`config.mk`:
```
export PLATFORM = sky130hd
export DESIGN_NAME = selective_repeat_receive_window_unit_flat
export DESIGN_NICKNAME = d
export VERILOG_FILES = /design/src/rtl/srrw_pkg.sv /design/src/rtl/srrw_if.sv /design/src/rtl/srrw_ram.sv /design/src/rtl/srrw_front.sv /design/src/rtl/srrw_cmd_queue.sv /design/src/rtl/srrw_back.sv /design/src/rtl/selective_repeat_receive_window_unit.sv /design/src/flat_wrapper.sv
export SDC_FILE = /design/constraint.sdc
export NUM_CORES = 2
export LEC_CHECK = 0
export ABC_CLOCK_PERIOD_IN_PS = 6530
export BUFFER_PORTS_ARGS = -buffer_cell sky130_fd_sc_hd__buf_2
export CAP_MARGIN = 20
export CORE_MARGIN = 2
export CORE_UTILIZATION = 60
export DETAILED_ROUTE_END_ITERATION = 8
export GPL_ROUTABILITY_DRIVEN = 1
export PLACE_DENSITY = 0.82
export REMOVE_ABC_BUFFERS = 1
export SYNTH_ARGS = -nofsm -noshare
export SYNTH_HDL_FRONTEND = slang
export SYNTH_HIERARCHICAL = 1
export SYNTH_SLANG_ARGS = --single-unit
```
`constraint.sdc`:
```
create_clock -name clk -period 6.53 [get_ports clk]
set_input_delay 0.3265 -clock clk [delete_from_list [all_inputs] [get_ports clk]]
set_output_delay 0.3265 -clock clk [all_outputs]
set_load 0.05 [all_outputs]
```
`src/rtl/srrw_pkg.sv`:
```
// shared constants, codes and types of the selective-repeat receive window
package srrw_pkg;

    // ring and field sizes
    localparam int RING_SLOTS    = 64;
    localparam int SLOT_BITS     = $clog2(RING_SLOTS);
    localparam int PAYLOAD_BITS  = 32;
    localparam int SEQ_BITS      = 8;
    localparam int WSIZE_BITS    = 6;
    localparam int ATTEMPT_BITS  = 8;
    localparam int KIND_BITS     = 2;
    localparam int CFG_IDX_BITS  = 2;
    localparam int CFG_DATA_BITS = 8;
    localparam int QUEUE_DEPTH   = 4;
    localparam int QPTR_BITS     = $clog2(QUEUE_DEPTH);

    // register reset values
    localparam logic [WSIZE_BITS-1:0]   WSIZE_RESET   = WSIZE_BITS'(16);
    localparam logic [ATTEMPT_BITS-1:0] ATTEMPT_RESET = ATTEMPT_BITS'(10);

    // register indexes
    localparam logic [CFG_IDX_BITS-1:0] REG_WINDOW_SIZE  = CFG_IDX_BITS'(0);
    localparam logic [CFG_IDX_BITS-1:0] REG_MAX_ATTEMPTS = CFG_IDX_BITS'(1);

    // input operation codes
    localparam logic OP_PACKET  = 1'b0;
    localparam logic OP_TIMEOUT = 1'b1;

    // result kinds
    typedef enum logic [KIND_BITS-1:0] {
        KIND_ACK     = 2'd0,
        KIND_DELIVER = 2'd1,
        KIND_FINAL   = 2'd2,
        KIND_ABORT   = 2'd3
    } srrw_kind_t;

    // back end sequencer states
    typedef enum logic [2:0] {
        BK_IDLE,
        BK_ACK,
        BK_READ,
        BK_LOAD,
        BK_DELIV
    } srrw_back_state_t;

    // command from the classifier to the back end
    typedef struct packed {
        srrw_kind_t              kind;
        logic [SEQ_BITS-1:0]     seq;
        logic                    no_seq;
        logic                    store;
        logic                    drain;
        logic [PAYLOAD_BITS-1:0] payload;
    } srrw_cmd_t;

    // slot status seen by the classifier
    typedef struct packed {
        logic [SLOT_BITS-1:0]  base;
        logic [RING_SLOTS-1:0] full;
        logic                  store_done;
    } srrw_slot_stat_t;

endpackage

```
`src/rtl/srrw_if.sv`:
```
// handshake channel interfaces: packet items, results and register writes
interface srrw_in_if;
    import srrw_pkg::*;
    logic                    valid;
    logic                    ready;
    logic                    op;
    logic [SEQ_BITS-1:0]     seq;
    logic [PAYLOAD_BITS-1:0] payload;
    modport source (output valid, output op, output seq, output payload, input ready);
    modport sink   (input valid, input op, input seq, input payload, output ready);
endinterface

interface srrw_out_if;
    import srrw_pkg::*;
    logic                    valid;
    logic                    ready;
    logic [KIND_BITS-1:0]    kind;
    logic [SEQ_BITS-1:0]     seq_out;
    logic                    no_seq;
    logic [PAYLOAD_BITS-1:0] data_out;
    logic                    last;
    modport source (output valid, output kind, output seq_out, output no_seq,
                    output data_out, output last, input ready);
    modport sink   (input valid, input kind, input seq_out, input no_seq,
                    input data_out, input last, output ready);
endinterface

interface srrw_cfg_if;
    import srrw_pkg::*;
    logic                     valid;
    logic                     ready;
    logic [CFG_IDX_BITS-1:0]  index;
    logic [CFG_DATA_BITS-1:0] data;
    modport source (output valid, output index, output data, input ready);
    modport sink   (input valid, input index, input data, output ready);
endinterface

```
`src/rtl/srrw_ram.sv`:
```
// generic single write port ram with registered read
module srrw_ram #(
    parameter int WIDTH = 32,
    parameter int DEPTH = 64
) (
    input  logic                     clk,
    input  logic                     we,
    input  logic [$clog2(DEPTH)-1:0] waddr,
    input  logic [WIDTH-1:0]         wdata,
    input  logic [$clog2(DEPTH)-1:0] raddr,
    output logic [WIDTH-1:0]         rdata
);
    logic [WIDTH-1:0] mem [DEPTH];

    // write port
    always_ff @(posedge clk)
    begin
        if (we)
        begin
            mem[waddr] <= wdata;
        end
    end

    // registered read port
    always_ff @(posedge clk)
    begin
        rdata <= mem[raddr];
    end
endmodule

```
`src/rtl/srrw_front.sv`:
```
// front end: register writes, item acceptance, window and timeout classification
module srrw_front (
    input  logic                      clk,
    input  logic                      rst_n,
    srrw_in_if.sink                   item,
    srrw_cfg_if.sink                  cfg,
    input  srrw_pkg::srrw_slot_stat_t stat,
    input  logic                      q_full,
    output logic                      q_push,
    output srrw_pkg::srrw_cmd_t       q_cmd
);
    import srrw_pkg::*;

    logic [WSIZE_BITS-1:0]   wsize_reg, wsize_next;
    logic [ATTEMPT_BITS-1:0] max_att_reg, max_att_next;
    logic [ATTEMPT_BITS-1:0] tcount_reg, tcount_next;
    logic [SEQ_BITS-1:0]     last_seq_reg, last_seq_next;
    logic                    seen_reg, seen_next;
    logic                    fin_reg, fin_next;
    logic                    pend_reg, pend_next;

    logic                    accept;
    logic [SLOT_BITS-1:0]    slot_idx;
    logic                    is_final;
    logic [SLOT_BITS:0]      off_wide;
    logic [SLOT_BITS:0]      off;
    logic [SLOT_BITS:0]      w_eff;
    logic                    in_win;
    logic                    do_store;

    // stall while a storing packet is still being worked off in the back end, or on a full queue before the end
    assign item.ready = !pend_reg && (fin_reg || !q_full);
    assign cfg.ready  = 1'b1;
    assign accept     = item.valid && item.ready;

    // window position of the incoming sequence number
    always_comb
    begin
        slot_idx = item.seq[SLOT_BITS-1:0];
        is_final = int'(item.seq) >= RING_SLOTS;
        off_wide = {1'b0, slot_idx} + (SLOT_BITS+1)'(RING_SLOTS) - {1'b0, stat.base};
        off      = (int'(off_wide) >= RING_SLOTS)
                   ? off_wide - (SLOT_BITS+1)'(RING_SLOTS) : off_wide;
        w_eff    = (int'(wsize_reg) >= RING_SLOTS)
                   ? (SLOT_BITS+1)'(RING_SLOTS - 1) : (SLOT_BITS+1)'(wsize_reg);
        in_win   = off < w_eff;
        do_store = in_win && !stat.full[slot_idx];
    end

    // classification and state update
    always_comb
    begin
        wsize_next    = wsize_reg;
        max_att_next  = max_att_reg;
        tcount_next   = tcount_reg;
        last_seq_next = last_seq_reg;
        seen_next     = seen_reg;
        fin_next      = fin_reg;
        pend_next     = pend_reg;
        q_push        = 1'b0;
        q_cmd.kind    = KIND_ACK;
        q_cmd.seq     = '0;
        q_cmd.no_seq  = 1'b0;
        q_cmd.store   = 1'b0;
        q_cmd.drain   = 1'b0;
        q_cmd.payload = item.payload;

        if (stat.store_done)
        begin
            pend_next = 1'b0;
        end

        if (cfg.valid && cfg.ready)
        begin
            if (cfg.index == REG_WINDOW_SIZE)
            begin
                wsize_next = cfg.data[WSIZE_BITS-1:0];
            end
            else if (cfg.index == REG_MAX_ATTEMPTS)
            begin
                max_att_next = cfg.data[ATTEMPT_BITS-1:0];
            end
        end

        if (accept && !fin_reg)
        begin
            q_push = 1'b1;
            if (item.op == OP_TIMEOUT)
            begin
                if (tcount_reg < max_att_reg)
                begin
                    tcount_next  = tcount_reg + ATTEMPT_BITS'(1);
                    q_cmd.kind   = KIND_ACK;
                    q_cmd.seq    = seen_reg ? last_seq_reg : '0;
                    q_cmd.no_seq = !seen_reg;
                end
                else
                begin
                    fin_next   = 1'b1;
                    q_cmd.kind = KIND_ABORT;
                end
            end
            else
            begin
                tcount_next   = '0;
                last_seq_next = item.seq;
                seen_next     = 1'b1;
                q_cmd.seq     = item.seq;
                if (is_final)
                begin
                    fin_next   = 1'b1;
                    q_cmd.kind = KIND_FINAL;
                end
                else
                begin
                    q_cmd.kind  = KIND_ACK;
                    q_cmd.store = do_store;
                    q_cmd.drain = do_store && (slot_idx == stat.base);
                    pend_next   = do_store;
                end
            end
        end
    end

    // state registers
    always_ff @(posedge clk or negedge rst_n)
    begin
        if (!rst_n)
        begin
            wsize_reg    <= WSIZE_RESET;
            max_att_reg  <= ATTEMPT_RESET;
            tcount_reg   <= '0;
            last_seq_reg <= '0;
            seen_reg     <= 1'b0;
            fin_reg      <= 1'b0;
            pend_reg     <= 1'b0;
        end
        else
        begin
            wsize_reg    <= wsize_next;
            max_att_reg  <= max_att_next;
            tcount_reg   <= tcount_next;
            last_seq_reg <= last_seq_next;
            seen_reg     <= seen_next;
            fin_reg      <= fin_next;
            pend_reg     <= pend_next;
        end
    end
endmodule

```
`src/rtl/srrw_cmd_queue.sv`:
```
// short command queue between the front end and the back end
module srrw_cmd_queue (
    input  logic                clk,
    input  logic                rst_n,
    input  logic                push,
    input  srrw_pkg::srrw_cmd_t push_cmd,
    input  logic                pop,
    output logic                head_valid,
    output srrw_pkg::srrw_cmd_t head_cmd,
    output logic                full
);
    import srrw_pkg::*;

    srrw_cmd_t              entry_reg [QUEUE_DEPTH];
    logic [QPTR_BITS-1:0]   wr_ptr_reg, wr_ptr_next;
    logic [QPTR_BITS-1:0]   rd_ptr_reg, rd_ptr_next;
    logic [QPTR_BITS:0]     count_reg, count_next;
    logic                   do_push;
    logic                   do_pop;

    assign head_valid = count_reg != '0;
    assign full       = int'(count_reg) == QUEUE_DEPTH;
    assign head_cmd   = entry_reg[rd_ptr_reg];
    assign do_push    = push && !full;
    assign do_pop     = pop && head_valid;

    // pointer and fill count update
    always_comb
    begin
        wr_ptr_next = wr_ptr_reg;
        rd_ptr_next = rd_ptr_reg;
        count_next  = count_reg;
        if (do_push)
        begin
            wr_ptr_next = (int'(wr_ptr_reg) == QUEUE_DEPTH - 1)
                          ? '0 : wr_ptr_reg + QPTR_BITS'(1);
        end
        if (do_pop)
        begin
            rd_ptr_next = (int'(rd_ptr_reg) == QUEUE_DEPTH - 1)
                          ? '0 : rd_ptr_reg + QPTR_BITS'(1);
        end
        if (do_push && !do_pop)
        begin
            count_next = count_reg + (QPTR_BITS+1)'(1);
        end
        else if (do_pop && !do_push)
        begin
            count_next = count_reg - (QPTR_BITS+1)'(1);
        end
    end

    // control registers
    always_ff @(posedge clk or negedge rst_n)
    begin
        if (!rst_n)
        begin
            wr_ptr_reg <= '0;
            rd_ptr_reg <= '0;
            count_reg  <= '0;
        end
        else
        begin
            wr_ptr_reg <= wr_ptr_next;
            rd_ptr_reg <= rd_ptr_next;
            count_reg  <= count_next;
        end
    end

    // queue storage
    always_ff @(posedge clk)
    begin
        if (do_push)
        begin
            entry_reg[wr_ptr_reg] <= push_cmd;
        end
    end
endmodule

```
`src/rtl/srrw_back.sv`:
```
// back end: slot store, in-order drain and result output register
module srrw_back (
    input  logic                      clk,
    input  logic                      rst_n,
    input  logic                      q_valid,
    input  srrw_pkg::srrw_cmd_t       q_cmd,
    output logic                      q_pop,
    output srrw_pkg::srrw_slot_stat_t stat,
    srrw_out_if.source                result
);
    import srrw_pkg::*;

    srrw_back_state_t        state_reg, state_next;
    logic [SLOT_BITS-1:0]    base_reg, base_next;
    logic [RING_SLOTS-1:0]   full_reg, full_next;
    logic                    store_reg, drain_reg;
    logic                    out_valid_reg, out_valid_next;
    srrw_kind_t              out_kind_reg;
    logic [SEQ_BITS-1:0]     out_seq_reg;
    logic                    out_no_seq_reg;
    logic [PAYLOAD_BITS-1:0] out_data_reg;
    logic                    out_last_reg;

    logic                    taken;
    logic                    load_ack;
    logic                    load_deliv;
    logic                    ram_we;
    logic                    store_done;
    logic [SLOT_BITS-1:0]    base_inc;
    logic [PAYLOAD_BITS-1:0] ram_rdata;

    assign taken    = out_valid_reg && result.ready;
    assign base_inc = (int'(base_reg) == RING_SLOTS - 1) ? '0 : base_reg + SLOT_BITS'(1);

    // payload store, read at the window base
    srrw_ram #(
        .WIDTH (PAYLOAD_BITS),
        .DEPTH (RING_SLOTS)
    ) u_slot_ram (
        .clk   (clk),
        .we    (ram_we),
        .waddr (q_cmd.seq[SLOT_BITS-1:0]),
        .wdata (q_cmd.payload),
        .raddr (base_reg),
        .rdata (ram_rdata)
    );

    // next state
    always_comb
    begin
        state_next = state_reg;
        case (state_reg)
            BK_IDLE:
            begin
                if (q_valid)
                begin
                    state_next = BK_ACK;
                end
            end
            BK_ACK:
            begin
                if (taken)
                begin
                    state_next = drain_reg ? BK_READ : BK_IDLE;
                end
            end
            BK_READ:
            begin
                state_next = BK_LOAD;
            end
            BK_LOAD:
            begin
                state_next = BK_DELIV;
            end
            BK_DELIV:
            begin
                if (taken)
                begin
                    state_next = out_last_reg ? BK_IDLE : BK_READ;
                end
            end
            default:
            begin
                state_next = BK_IDLE;
            end
        endcase
    end

    // sequencer outputs
    always_comb
    begin
        q_pop      = 1'b0;
        load_ack   = 1'b0;
        load_deliv = 1'b0;
        ram_we     = 1'b0;
        store_done = 1'b0;
        case (state_reg)
            BK_IDLE:
            begin
                q_pop    = q_valid;
                load_ack = q_valid;
                ram_we   = q_valid && q_cmd.store;
            end
            BK_ACK:
            begin
                store_done = taken && store_reg && !drain_reg;
            end
            BK_LOAD:
            begin
                load_deliv = 1'b1;
            end
            BK_DELIV:
            begin
                store_done = taken && out_last_reg;
            end
            default:
            begin
                q_pop = 1'b0;
            end
        endcase
    end

    // slot flags, base and output valid
    always_comb
    begin
        base_next      = base_reg;
        full_next      = full_reg;
        out_valid_next = out_valid_reg;
        if (taken)
        begin
            out_valid_next = 1'b0;
        end
        if (ram_we)
        begin
            full_next[q_cmd.seq[SLOT_BITS-1:0]] = 1'b1;
        end
        if (load_deliv)
        begin
            full_next[base_reg] = 1'b0;
            base_next           = base_inc;
        end
        if (load_ack || load_deliv)
        begin
            out_valid_next = 1'b1;
        end
    end

    // control registers
    always_ff @(posedge clk or negedge rst_n)
    begin
        if (!rst_n)
        begin
            state_reg     <= BK_IDLE;
            base_reg      <= '0;
            full_reg      <= '0;
            out_valid_reg <= 1'b0;
        end
        else
        begin
            state_reg     <= state_next;
            base_reg      <= base_next;
            full_reg      <= full_next;
            out_valid_reg <= out_valid_next;
        end
    end

    // result beat and command flags
    always_ff @(posedge clk)
    begin
        if (load_ack)
        begin
            store_reg      <= q_cmd.store;
            drain_reg      <= q_cmd.drain;
            out_kind_reg   <= q_cmd.kind;
            out_seq_reg    <= q_cmd.seq;
            out_no_seq_reg <= q_cmd.no_seq;
            out_data_reg   <= '0;
            out_last_reg   <= !q_cmd.drain;
        end
        else if (load_deliv)
        begin
            out_kind_reg   <= KIND_DELIVER;
            out_seq_reg    <= SEQ_BITS'(base_reg);
            out_no_seq_reg <= 1'b0;
            out_data_reg   <= ram_rdata;
            out_last_reg   <= !full_reg[base_inc];
        end
    end

    assign result.valid    = out_valid_reg;
    assign result.kind     = out_kind_reg;
    assign result.seq_out  = out_seq_reg;
    assign result.no_seq   = out_no_seq_reg;
    assign result.data_out = out_data_reg;
    assign result.last     = out_last_reg;

    assign stat.base       = base_reg;
    assign stat.full       = full_reg;
    assign stat.store_done = store_done;
endmodule

```
`src/rtl/selective_repeat_receive_window_unit.sv`:
```
// top level of the selective-repeat receive window
//
//  channel  dir  beat contents                         accepted when
//  item     in   op, seq, payload                      item.valid & item.ready
//  result   out  kind, seq_out, no_seq, data_out, last result.valid & result.ready
//  cfg      in   index, data                           cfg.valid (ready always high)
//
// an ack, final or abort beat is popped from the queue head in BK_IDLE and registered for output;
// each delivered slot passes BK_READ (slot ram read), BK_LOAD (load) and BK_DELIV (present).
// a packet that is stored holds item.ready low until its ack and all deliveries are taken;
// other items only wait for a free entry in the 4-deep command queue.
// slot flags are flip-flops cleared by rst_n, so no clearing pass follows reset.
// a stall on result backs up into the queue and then into item.ready.
module selective_repeat_receive_window_unit (
    input  logic       clk,
    input  logic       rst_n,
    srrw_in_if.sink    item,
    srrw_cfg_if.sink   cfg,
    srrw_out_if.source result
);
    import srrw_pkg::*;

    srrw_cmd_t       push_cmd;
    srrw_cmd_t       head_cmd;
    srrw_slot_stat_t stat;
    logic            push;
    logic            pop;
    logic            head_valid;
    logic            q_full;

    // classification
    srrw_front u_front (
        .clk    (clk),
        .rst_n  (rst_n),
        .item   (item),
        .cfg    (cfg),
        .stat   (stat),
        .q_full (q_full),
        .q_push (push),
        .q_cmd  (push_cmd)
    );

    // decoupling queue
    srrw_cmd_queue u_queue (
        .clk        (clk),
        .rst_n      (rst_n),
        .push       (push),
        .push_cmd   (push_cmd),
        .pop        (pop),
        .head_valid (head_valid),
        .head_cmd   (head_cmd),
        .full       (q_full)
    );

    // store, drain and output
    srrw_back u_back (
        .clk     (clk),
        .rst_n   (rst_n),
        .q_valid (head_valid),
        .q_cmd   (head_cmd),
        .q_pop   (pop),
        .stat    (stat),
        .result  (result)
    );
endmodule

```
`src/flat_wrapper.sv`:
```
// flat-port wrapper written by rule: the top's interface ports become plain ports
module selective_repeat_receive_window_unit_flat import srrw_pkg::*;
  (clk, rst_n, item_valid, item_op, item_seq, item_payload, item_ready, cfg_valid, cfg_index, cfg_data, cfg_ready, result_valid, result_kind, result_seq_out, result_no_seq, result_data_out, result_last, result_ready);
  srrw_in_if item_i ();
  srrw_cfg_if cfg_i ();
  srrw_out_if result_i ();
  input  logic clk;
  input  logic rst_n;
  input wire logic [$bits(item_i.valid)-1:0] item_valid;
  input wire logic [$bits(item_i.op)-1:0] item_op;
  input wire logic [$bits(item_i.seq)-1:0] item_seq;
  input wire logic [$bits(item_i.payload)-1:0] item_payload;
  output wire logic [$bits(item_i.ready)-1:0] item_ready;
  input wire logic [$bits(cfg_i.valid)-1:0] cfg_valid;
  input wire logic [$bits(cfg_i.index)-1:0] cfg_index;
  input wire logic [$bits(cfg_i.data)-1:0] cfg_data;
  output wire logic [$bits(cfg_i.ready)-1:0] cfg_ready;
  output wire logic [$bits(result_i.valid)-1:0] result_valid;
  output wire logic [$bits(result_i.kind)-1:0] result_kind;
  output wire logic [$bits(result_i.seq_out)-1:0] result_seq_out;
  output wire logic [$bits(result_i.no_seq)-1:0] result_no_seq;
  output wire logic [$bits(result_i.data_out)-1:0] result_data_out;
  output wire logic [$bits(result_i.last)-1:0] result_last;
  input wire logic [$bits(result_i.ready)-1:0] result_ready;
  assign item_i.valid = item_valid;
  assign item_i.op = item_op;
  assign item_i.seq = item_seq;
  assign item_i.payload = item_payload;
  assign item_ready = item_i.ready;
  assign cfg_i.valid = cfg_valid;
  assign cfg_i.index = cfg_index;
  assign cfg_i.data = cfg_data;
  assign cfg_ready = cfg_i.ready;
  assign result_valid = result_i.valid;
  assign result_kind = result_i.kind;
  assign result_seq_out = result_i.seq_out;
  assign result_no_seq = result_i.no_seq;
  assign result_data_out = result_i.data_out;
  assign result_last = result_i.last;
  assign result_i.ready = result_ready;
  selective_repeat_receive_window_unit u_core (.clk(clk), .rst_n(rst_n), .item(item_i), .cfg(cfg_i), .result(result_i));
endmodule
```
==> flow_summary.json <==
{
  "clkSlewWorstSetupHoldPaths_ns": 0.07,
  "finalCritPeriodShare_pct": 70.2,
  "synth_area_um2": 93800,
  "cts_tree": "done",
  "synth_seq_cells": 2420,
  "synth_cell_types": 74,
  "postCtsSetupRepairBufs": 0,
  "powerDensity_nw_per_um2": 451,
  "via_per_inst": 7.23,
  "grt_max_degree": 115,
  "final_cell_mix": "edfxtp_1, mux4_2, a21oi_1",
  "violations": "antenna violations, design-rule violations",
  "grt_pass1_wl_um": 367000,
  "worst_skew_pair.late_latency_ns": 0.88,
  "synthArstFlopShare_pct": 4.71,
  "avgSynthCellArea_um2": 21.0,
  "rsz0062_at_grt": "no",
  "slew-limit-headroom_pct": 9.11,
  "cp-start-kind": "flip-flop",
  "dieHeight_um": 399,
  "die_w_um": 399,
  "root_buffer": "clkbuf_16",
  "area_growth_pct": 12.4,
  "core-area_um2": 156000,
  "crit_required_ns": 7.05,
  "critPathMaxFanout": 17,
  "gr-total-overflow": 0,
  "post-place-ws_ns": 2.23,
  "initial_core_util_pct": 60.2,
  "firstDrtPassIters": 9,
  "ys_warn_count": 6,
  "min_period_ns": 4.59,
  "die-area_um2": 159000,
  "antenna_found_initial": 14,
  "max_cap_violations": 0,
  "tightest_slew_ns": 1.35,
  "numPortBuffers": 101,
  "cts-buffers-inserted": 218,
  "fin_total_pwr_w": 0.0475,
  "postLayoutCoreUtil_pct": 67.7,
  "cp-end-kind": "flip-flop",
  "mostFrequentLayoutCell": "edfxtp_1",
  "clock-sinks": 2420,
  "track_usage_pct": 32.8,
  "critPathArrivalTime_ns": 5.10,
  "drc": 1,
  "min_path_type": "in -> reg",
  "drive_above_1_share_pct": 26.4,
  "peakVddDrop_v": 0.000496,
  "seq_area_frac_synth_pct": 76.2,
  "holdBufCountCts": 65,
  "htreeDepth": 4,
  "dp_hpwl_um": 131000,
  "route.vias.total": 50400,
  "clk_path_buf_depth": 3,
  "finalSetupViolCount": 0,
  "final_cells": 6972,
  "rows": 145,
  "drt_iter0_markers": 9475,
  "fin_skew_ns": 0.0419,
  "crit_type": "reg -> reg",
  "ctsResizeCount": 0,
  "timing.fmax_mhz": 218,
  "layout_setup_ws_ns": 1.94,
  "outcome": "finished with violations",
  "finalNetCount": 4799,
  "synth-main-ff-cell": "edfxtp_1",
  "drv_slew": 0,
  "io_pins": 103,
  "grt_pass1_vias": 50100,
  "largest_reg_flops": 2048,
  "synth_edf_count": 2242,
  "p_leak_nw": 33.5,
  "placed_cells": 6457,
  "antenna_left": 1,
  "wirelength_um": 261000,
  "routedWlPerCell_um": 37.4,
  "syn-instance-count": 4476,
  "place_congestion": 0.899,
  "final_hold_viol_count": 0
}
-- where the power goes --
part	leakage (nW)	internal (W)	switching [W]
clock network	3.47	0.00716	0.00581
logic	7.80	0.00445	0.00941
registers	22.2	0.0200	0.000677
-- cells in the mapped netlist, types with 13 or more instances --
cell,count,area [um2]
buf_2,69,345
inv_1,32,120
a22oi_1,14,105
nor3_1,18,90.1
nand3_1,14,70.1
mux2_2,20,225
a21oi_1,232,1160
and3_1,17,106
buf_1,30,113
nand2b_1,16,100
edfxtp_1,2242,67300
nor2_1,163,612
nor2b_1,21,131
nor3b_1,13,97.6
nand2_1,162,608
o21ai_0,21,105
mux2i_1,100,1000
mux4_2,607,13700
ha_1,26,325
buf_4,62,465
o22ai_1,85,532
dfxtp_1,64,1280
clkbuf_1,121,454
and2_1,23,144
dfrtp_1,111,2780
o221ai_1,27,236
-- cells by family (layout without fill, tap and decap cells) --
logic type / count (synthesis) / in the layout / synth area share, %
adders and majority gates: 28 / 28 / 0.390
and+or+nand+nor: 504 / 504 / 2.55
xor gates and xnor gates: 13 / 13 / 0.121
AOI/OAI and AO/OA: 451 / 451 / 2.92
muxes: 734 / 734 / 16.1
other: 1 / 15 / 0.00400
buffers and inverters: 325 / 749 / 1.73
DFF: 2420 / 2420 / 76.2
-- layer usage --
metal | share of wire (%) | GRT usage [%] | up-vias
met5 | 0.057 | 0 | -
met3 | 13 | 9.08 | 963
met1 | 32 | 41.6 | 25800
li1 | - | - | 19000
met4 | 6.4 | 16.9 | 16
met2 | 48 | 52.4 | 4672
-- metrics by stage --
stage / setup TNS [ns] / hold WS, ns / instance area (um2)
after floorplan: -4708.87 / 0.0309 / 92300
after global placement: 0 / 0.289 / 96800
after detailed placement: 0 / 0.314 / 96900
after CTS: 0 / 0.0191 / 105000
after global routing: 0 / 0.0881 / 105000
final: 0 / 0.0742 / 105000
-- worst paths after layout --
path                                               startpoint                                  end  slack, ns  depth (start not counted)
max in group asynchronous                               rst_n            u_core/u_back/base_reg[3]       5.27                          5
max                              u_core/u_queue/rd_ptr_reg[0]  u_core/u_back/u_slot_ram/mem[14][0]       1.94                          7
max reg2reg                      u_core/u_queue/rd_ptr_reg[0]  u_core/u_back/u_slot_ram/mem[14][0]       1.94                          7
min                                                item_valid      u_core/u_queue/entry_reg[1][43]       0.07                          3
min reg2reg                u_core/u_back/u_slot_ram/rdata[28]    u_core/u_back/result.data_out[28]       0.45                          2
min in group asynchronous                               rst_n        u_core/u_front/max_att_reg[3]       0.59                          3
-- critical path, stage by stage (launching register included) --
cell and delay (ns):
dfrtp_4 0.55, mux4_2 0.48, nand2_1 0.13, inv_1 0.49
nor2b_1 0.33, nand3_1 0.87, nor2_4 0.94, buf_4 0.40
-- area by class of cell --
class | instances | area [um2]
Antenna cell | 14 | 35.0
Clock buffer | 273 | 5850
Clock inverter | 132 | 1320
Fill cell | 8841 | 50300
Inverter | 32 | 120
Multi-Input combinational cell | 1731 | 21200
Sequential cell | 2420 | 71500
Tap cell | 2058 | 2570
Timing Repair Buffer | 312 | 2780
Power figures use the tool's default switching activity.
